<file path="config.mk">
export PLATFORM = sky130hd
export DESIGN_NAME = bdp_ctrl
export DESIGN_NICKNAME = d
export VERILOG_FILES = /design/src/hw/rtl/bdp_pkg.sv /design/src/hw/rtl/bdp_ctrl.sv
export VERILOG_INCLUDE_DIRS = /design/src /design/src/hw/rtl
export SDC_FILE = /design/constraint.sdc
export NUM_CORES = 1
export LEC_CHECK = 0
export ABC_AREA = 1
export BUFFER_PORTS_ARGS = -buffer_cell sky130_fd_sc_hd__buf_2
export CORE_AREA = 3 3 40 42
export CTS_BUF_LIST = sky130_fd_sc_hd__clkbuf_4
export CTS_CLUSTER_DIAMETER = 150
export DETAILED_ROUTE_END_ITERATION = 12
export DIE_AREA = 0 0 43 45
export GPL_TIMING_DRIVEN = 0
export PLACE_DENSITY = 0.42
export SETUP_SLACK_MARGIN = 0.15
export SLEW_MARGIN = 20
export SYNTH_ARGS = -nofsm -noshare
export SYNTH_HDL_FRONTEND = slang
export SYNTH_SLANG_ARGS = --single-unit
</file>
<file path="constraint.sdc">
create_clock -name clk -period 1.22 [get_ports clk]
set_clock_uncertainty 0.05 [all_clocks]
set_input_delay 0.061 -clock clk [delete_from_list [all_inputs] [get_ports clk]]
set_output_delay 0.061 -clock clk [all_outputs]
set_load 0.01 [all_outputs]
</file>
<file path="src/hw/rtl/branch_direction_predictor_unit_defines.svh">
// Assertion macros shared by the branch direction predictor RTL.
// Used by bdp_ctrl and bdp_datapath; expects clk and rst_n in scope.
`ifndef BRANCH_DIRECTION_PREDICTOR_UNIT_DEFINES_SVH
`define BRANCH_DIRECTION_PREDICTOR_UNIT_DEFINES_SVH
`ifndef SYNTHESIS
`define BDP_ASSERT_IMP(lbl, ante, cons) \
    lbl: assert property (@(posedge clk) disable iff (!rst_n) (ante) |-> (cons)) \
        else $error("bdp assertion failed");
`define BDP_ASSERT_NEXT(lbl, ante, cons) \
    lbl: assert property (@(posedge clk) disable iff (!rst_n) (ante) |=> (cons)) \
        else $error("bdp assertion failed");
`else
`define BDP_ASSERT_IMP(lbl, ante, cons)
`define BDP_ASSERT_NEXT(lbl, ante, cons)
`endif
`endif

</file>
<file path="src/hw/rtl/bdp_pkg.sv">
// Package for the branch direction predictor: codes, widths, command and status types.
// No dependencies; used by bdp_ctrl, bdp_datapath and the top level.
`default_nettype none
package bdp_pkg;

    localparam int unsigned ADDR_W   = 32;
    localparam int unsigned WORD_W   = ADDR_W - 2;
    localparam int unsigned RECIP_W  = WORD_W + 1;
    localparam int unsigned CTR_W    = 2;
    localparam int unsigned SCHEME_W = 2;

    localparam logic [SCHEME_W-1:0] SCHEME_TAKEN     = 2'd0;
    localparam logic [SCHEME_W-1:0] SCHEME_NOT_TAKEN = 2'd1;
    localparam logic [SCHEME_W-1:0] SCHEME_BIMODAL   = 2'd2;
    localparam logic [SCHEME_W-1:0] SCHEME_LOCAL     = 2'd3;

    localparam logic OP_PREDICT = 1'b0;
    localparam logic OP_UPDATE  = 1'b1;

    localparam logic [CTR_W-1:0] CTR_MIN = 2'd0;
    localparam logic [CTR_W-1:0] CTR_MAX = 2'd3;
    localparam logic [CTR_W-1:0] CTR_ONE = 2'd1;

    typedef struct packed {
        logic clear;
        logic load;
        logic mul;
        logic scale;
        logic reduce;
        logic read;
        logic read_pat;
        logic eval;
    } ctrl_cmd_t;

    typedef struct packed {
        logic clear_last;
    } dp_status_t;

    function automatic logic [CTR_W-1:0] ctr_move(input logic [CTR_W-1:0] ctr,
                                                  input logic taken);
        logic [CTR_W-1:0] res;
        if (taken)
        begin
            res = (ctr == CTR_MAX) ? CTR_MAX : ctr + CTR_ONE;
        end
        else
        begin
            res = (ctr == CTR_MIN) ? CTR_MIN : ctr - CTR_ONE;
        end
        return res;
    endfunction

endpackage
`default_nettype wire

</file>
<file path="src/hw/rtl/bdp_ctrl.sv">
// Sequencer for the branch direction predictor: table clear after reset and request steps.
// Depends on bdp_pkg and the assertion macro header.
`default_nettype none
`include "branch_direction_predictor_unit_defines.svh"
module bdp_ctrl (
    input  wire logic               clk,
    input  wire logic               rst_n,
    input  wire logic               start,
    output logic                    busy,
    input  wire bdp_pkg::dp_status_t status,
    output bdp_pkg::ctrl_cmd_t      cmd
);

    typedef enum logic [2:0] {
        ST_CLEAR,
        ST_IDLE,
        ST_MUL,
        ST_SCALE,
        ST_REDUCE,
        ST_READ,
        ST_PATTERN,
        ST_EVAL
    } state_t;

    state_t state_reg;
    state_t state_next;

    always_comb
    begin
        state_next = state_reg;
        cmd = '0;
        case (state_reg)
            ST_CLEAR:
            begin
                cmd.clear = 1'b1;
                if (status.clear_last)
                begin
                    state_next = ST_IDLE;
                end
            end
            ST_IDLE:
            begin
                if (start)
                begin
                    cmd.load = 1'b1;
                    state_next = ST_MUL;
                end
            end
            ST_MUL:
            begin
                cmd.mul = 1'b1;
                state_next = ST_SCALE;
            end
            ST_SCALE:
            begin
                cmd.scale = 1'b1;
                state_next = ST_REDUCE;
            end
            ST_REDUCE:
            begin
                cmd.reduce = 1'b1;
                state_next = ST_READ;
            end
            ST_READ:
            begin
                cmd.read = 1'b1;
                state_next = ST_PATTERN;
            end
            ST_PATTERN:
            begin
                cmd.read_pat = 1'b1;
                state_next = ST_EVAL;
            end
            ST_EVAL:
            begin
                cmd.eval = 1'b1;
                state_next = ST_IDLE;
            end
            default:
            begin
                state_next = ST_IDLE;
            end
        endcase
    end

    assign busy = (state_reg != ST_IDLE);

    always_ff @(posedge clk or negedge rst_n)
    begin
        if (!rst_n)
        begin
            state_reg <= ST_CLEAR;
        end
        else
        begin
            state_reg <= state_next;
        end
    end

    `BDP_ASSERT_IMP(a_cmd_onehot, 1'b1, $onehot0(cmd))
    `BDP_ASSERT_NEXT(a_load_to_mul, cmd.load, state_reg == ST_MUL)
    `BDP_ASSERT_NEXT(a_eval_to_idle, cmd.eval, state_reg == ST_IDLE && !busy)
    `BDP_ASSERT_NEXT(a_clear_once, state_reg != ST_CLEAR, state_reg != ST_CLEAR)

endmodule
`default_nettype wire

</file>
* Yosys cells after proc, flatten, opt, wreduce, memory -nomap -nowiden
Cells that the tools add are included.
** Operators by class
- Equal/unequal tests :: 10
- Multiplexer cells :: 12
- Reduce and logical (&&, ||, !) cells :: 2
** Operator list (number)
- 3-bit one-hot mux with 8 select lines :: 1
- 3-bit == test (second input constant) :: 4
- 1-bit 2-to-1 mux :: 9
- 3-bit by 2-bit == test with 1-bit output (second input constant) :: 2
- 3-bit 2-to-1 mux :: 2
- 2-bit != test (second input constant) :: 2
- 3-bit by 1-bit == test with 1-bit output (second input constant) :: 1
- 3-bit zero test :: 1
- 3-bit by 1-bit != test with 1-bit output (second input constant) :: 1
- 2-bit AND reduction :: 1
** Word-level totals
- Flip-flop bits (word level) :: 3
- Input port bits :: 4
- Word-level logic and storage cells :: 25

* Depth between registers and ports, before layout
- Depth in word-level cells :: 3
- Gate-level depth with buffers :: 8

* Least setup slack after synthesis
No wires, ideal clock.
- Path kind :: register to register
- Start :: register state_reg[0]
- End :: register state_reg[0]
- Setup time :: 116 ps
- Arrival :: 980 ps
- Required time :: 1054 ps
- Slack :: 74 ps
- Stages on the path, launching flop included :: 9
- Buffers on the path :: 0
- Cells stage by stage :: dfrtp_1 > inv_1 > ha_1 > nand2_2 > inv_2 > nor2_1 > nand2_1 > nand2_1 > nand2_1
** On the way
- Word-level cells in the longest chain between the ends :: 3
- Elaborated cells on any way between the ends :: 12
- Those cells by class :: eq/ne (9); mux (1); reduce/logical (2)
** Ends and longest elaborated chain
- start, declared :: line bdp_ctrl.sv:25 : state_t state_reg;
- start signal, assigned :: line bdp_ctrl.sv:96 : state_reg <= state_next;
- 3-bit by 1-bit == test with 1-bit output or 3-bit zero test (tied branches) :: line bdp_ctrl.sv:32 : case (state_reg)
- 2-bit != test (no line)
- 2-bit AND reduction (no line)
Parallel ways exist; a longest one is shown, timed or not.
A chain may end at the register's enable or synchronous reset.

==> results.md <==
- Worst-Margin Slew: 151 ps
- Slew HR: 0.899
- Sequential share of the synthesized area: 0.248
- Insertion delay to the later sink of the worst-skew pair: roughly 230 ps
- Final period util: 1.06
- Routed vias: around 320
- Place WS: between 8 and 9 ps
- Synth Warn #: 0
- Buffers on Ports: 12
- Arr. time, crit path: 1190 ps
- Final HPWL DP: 493 um
- DRT Wirelength: just under 700 um
- Post-route insts no fill: 81
- Die width: 43 um
- Total gr overflow: 0
- Remaining antenna violation count after routing: 0
- Violated checks: negative setup slack
- Final-stage net count: 75
- Share of layout cells above drive strength 1: 0.652
- Largest net degree at the start of global routing: 10
- P&R area growth vs syn: 75.6%
- First-pass GRT wire length: 1080 um
- Sequential share of power: 0.171
- Worst Path Required: approximately 1100 ps
- Sw frac: 0.447
- Fmax: about 0.77 GHz
- R2r endpoint: state_reg[0]$_DFFE_PN0P_
- Core region area: 1280 um^2
- FF-to-FF setup slack: -50 ps
- GPL Wtd Cong: 0.724
- CTS tree: yes
- Worst VDD drop: 742 uV
- RSZ-0062 raised after global routing: true
- Register bit total from synthesis: 3
- Critical path type: register to output port
- Synth Instances: 45
- GRT Total Usage: 0.0766
- Hold WS: 99.5 ps
- Htree depth: 1
- Iter 0 DRT Violations: 2
- Critical Path End Type: output port
- Starting Density: 0.236
- Clock buffer depth: 2
- Status: complete, but fails checks
- Final Slew Violations: 0
- Sinks on Clock Net: 3
- Max FO, Critical Path: 4
- Most frequent cells in the layout: nand2_1, buf_2, inv_2
- Final hold violations: 0
- DRT Pass-1 Iters: 4
- CP delay by family, top: flip-flops
- LEAKAGE: a little under 0.3 nW
- Multi-input logic area: 215 um^2
- Initial antenna violation count: 0
- Vias in the first global route: roughly 270
- Worst Reg-to-Reg Cells: 8
- Final setup viols: 11
- Setup TNS: -391 ps
- Sw Pwr: roughly 630 uW
- Final core utilization: 0.414
- Mean Syn Cell Area: 6.73 um^2
- Slowest cell on crit path: dfrtp_2
- Reg clk slew, reported paths: 40 ps
- Slowest stage delay, CP: 450 ps
- PwrDens: 2660 nW/um^2
- Worst hold path type: input pin to asynchronous set/reset pin
- Placed cell area: 387 um^2
- Reg2reg start: state_reg[1]$_DFFE_PN0P_
- Total die area: just under 2000 um^2
- WP buf/inv: 2
- Pint: 781 uW
- Fin area: between 500 and 600 um^2
- Design Power: 1.41 mW
- Row count: 13
- Die Span Y: 45 um
- Critical Path Source Type: register
- Clk pwr share: 0.140
- Syn_nets: 53
- Max FFs per register: 3
- # IOs: 13
- Fill count: 138
- Crit-path cells: inv_4, ha_4, nand2_2, nor2_1, buf_2
- Avg WL per Cell: between 8 and 9 um
- DR vias/cell: 3.94
- TritonCTS buffer count: 3
- Register area: 77.6 um^2
- Mapped Area: between 300 and 400 um^2
- Fin worst setup slack: -78.5 ps
- Final min period: 1300 ps
- Inst Count DP: 72
- Logic pwr share: 0.689
- CTS root buffer: clkbuf_4
- Distinct cell type count after synthesis: 13
- DRC errors left: 0
- Max-Cap Viols: 0
- Antenna cells: 0
worst reg2reg max path: cells and delay by family (launching register included):
family	cells	cell delay, ps
flip-flops	1	450
AND/OR/NAND/NOR	4	280
buffers and inverters	3	220
adder cells (fa/ha/maj)	1	160
routing by layer:
layer	up-vias	wire, um	track usage
met5	-	0	0
met4	0	0	0.0181
met3	0	46	0.0478
met2	8	370	0.126
met1	139	276	0.0843
li1	172	-	-
logic make-up after synthesis:
family | Yosys count | synth area share
buffers and inverters | 14 | 0.207
DFF | 3 | 0.248
AOI/OAI and AO/OA | 2 | 0.0413
adders and majority gates | 4 | 0.165
and+or+nand+nor | 22 | 0.339
worst max path at each step:
stage | start | end | slack, ps | depth (start not counted)
2_1_floorplan | state_reg[1]$_DFFE_PN0P_ | state_reg[0]$_DFFE_PN0P_ | 120 | 8
3_3_place_gp | state_reg[0]$_DFFE_PN0P_ | state_reg[0]$_DFFE_PN0P_ | 1 | 7
3_5_place_dp | state_reg[1]$_DFFE_PN0P_ | state_reg[0]$_DFFE_PN0P_ | 9 | 7
4_1_cts | state_reg[1]$_DFFE_PN0P_ | cmd[6] | -100 | 5
5_1_grt | state_reg[1]$_DFFE_PN0P_ | cmd[6] | -130 | 5
6_report | state_reg[1]$_DFFE_PN0P_ | cmd[6] | -80 | 5
Yosys cell counts:
cell	instances	area share
dfrtp_1	3	0.25
buf_6	1	0.037
nand3_2	2	0.066
ha_1	4	0.17
nand2_1	11	0.14
nor2_2	1	0.021
nor2_1	6	0.074
a21oi_1	1	0.017
inv_4	1	0.021
inv_1	8	0.099
inv_2	4	0.050
o21bai_1	1	0.025
nand2_2	2	0.041
power groups by stage:
stage               combinational [mW]  sequential [mW]  clock, mW
finish                           0.974            0.242      0.197
global route                      1.09            0.250      0.221
CTS                              0.848            0.218      0.212
detailed placement               0.711            0.203          0
global placement                 0.721            0.204          0
floorplan                        0.529            0.190          0
what timing repair did:
action,in CTS,in global routing
setup buffers,2,2
hold buffers,1,0
endpoints found under the hold margin,3,0
endpoints found under the setup margin,12,12
gates resized for setup,9,11
pin swaps,2,6
layout make-up:
cell class	count	share of cell area
tap	15	0.0353
timing repair buffer	17	0.231
clock buffer	4	0.0565
multi-input combinational	28	0.405
sequential	3	0.146
inverter	13	0.106
buffer	1	0.0212
No activity file was read; power rests on OpenSTA's default activity.
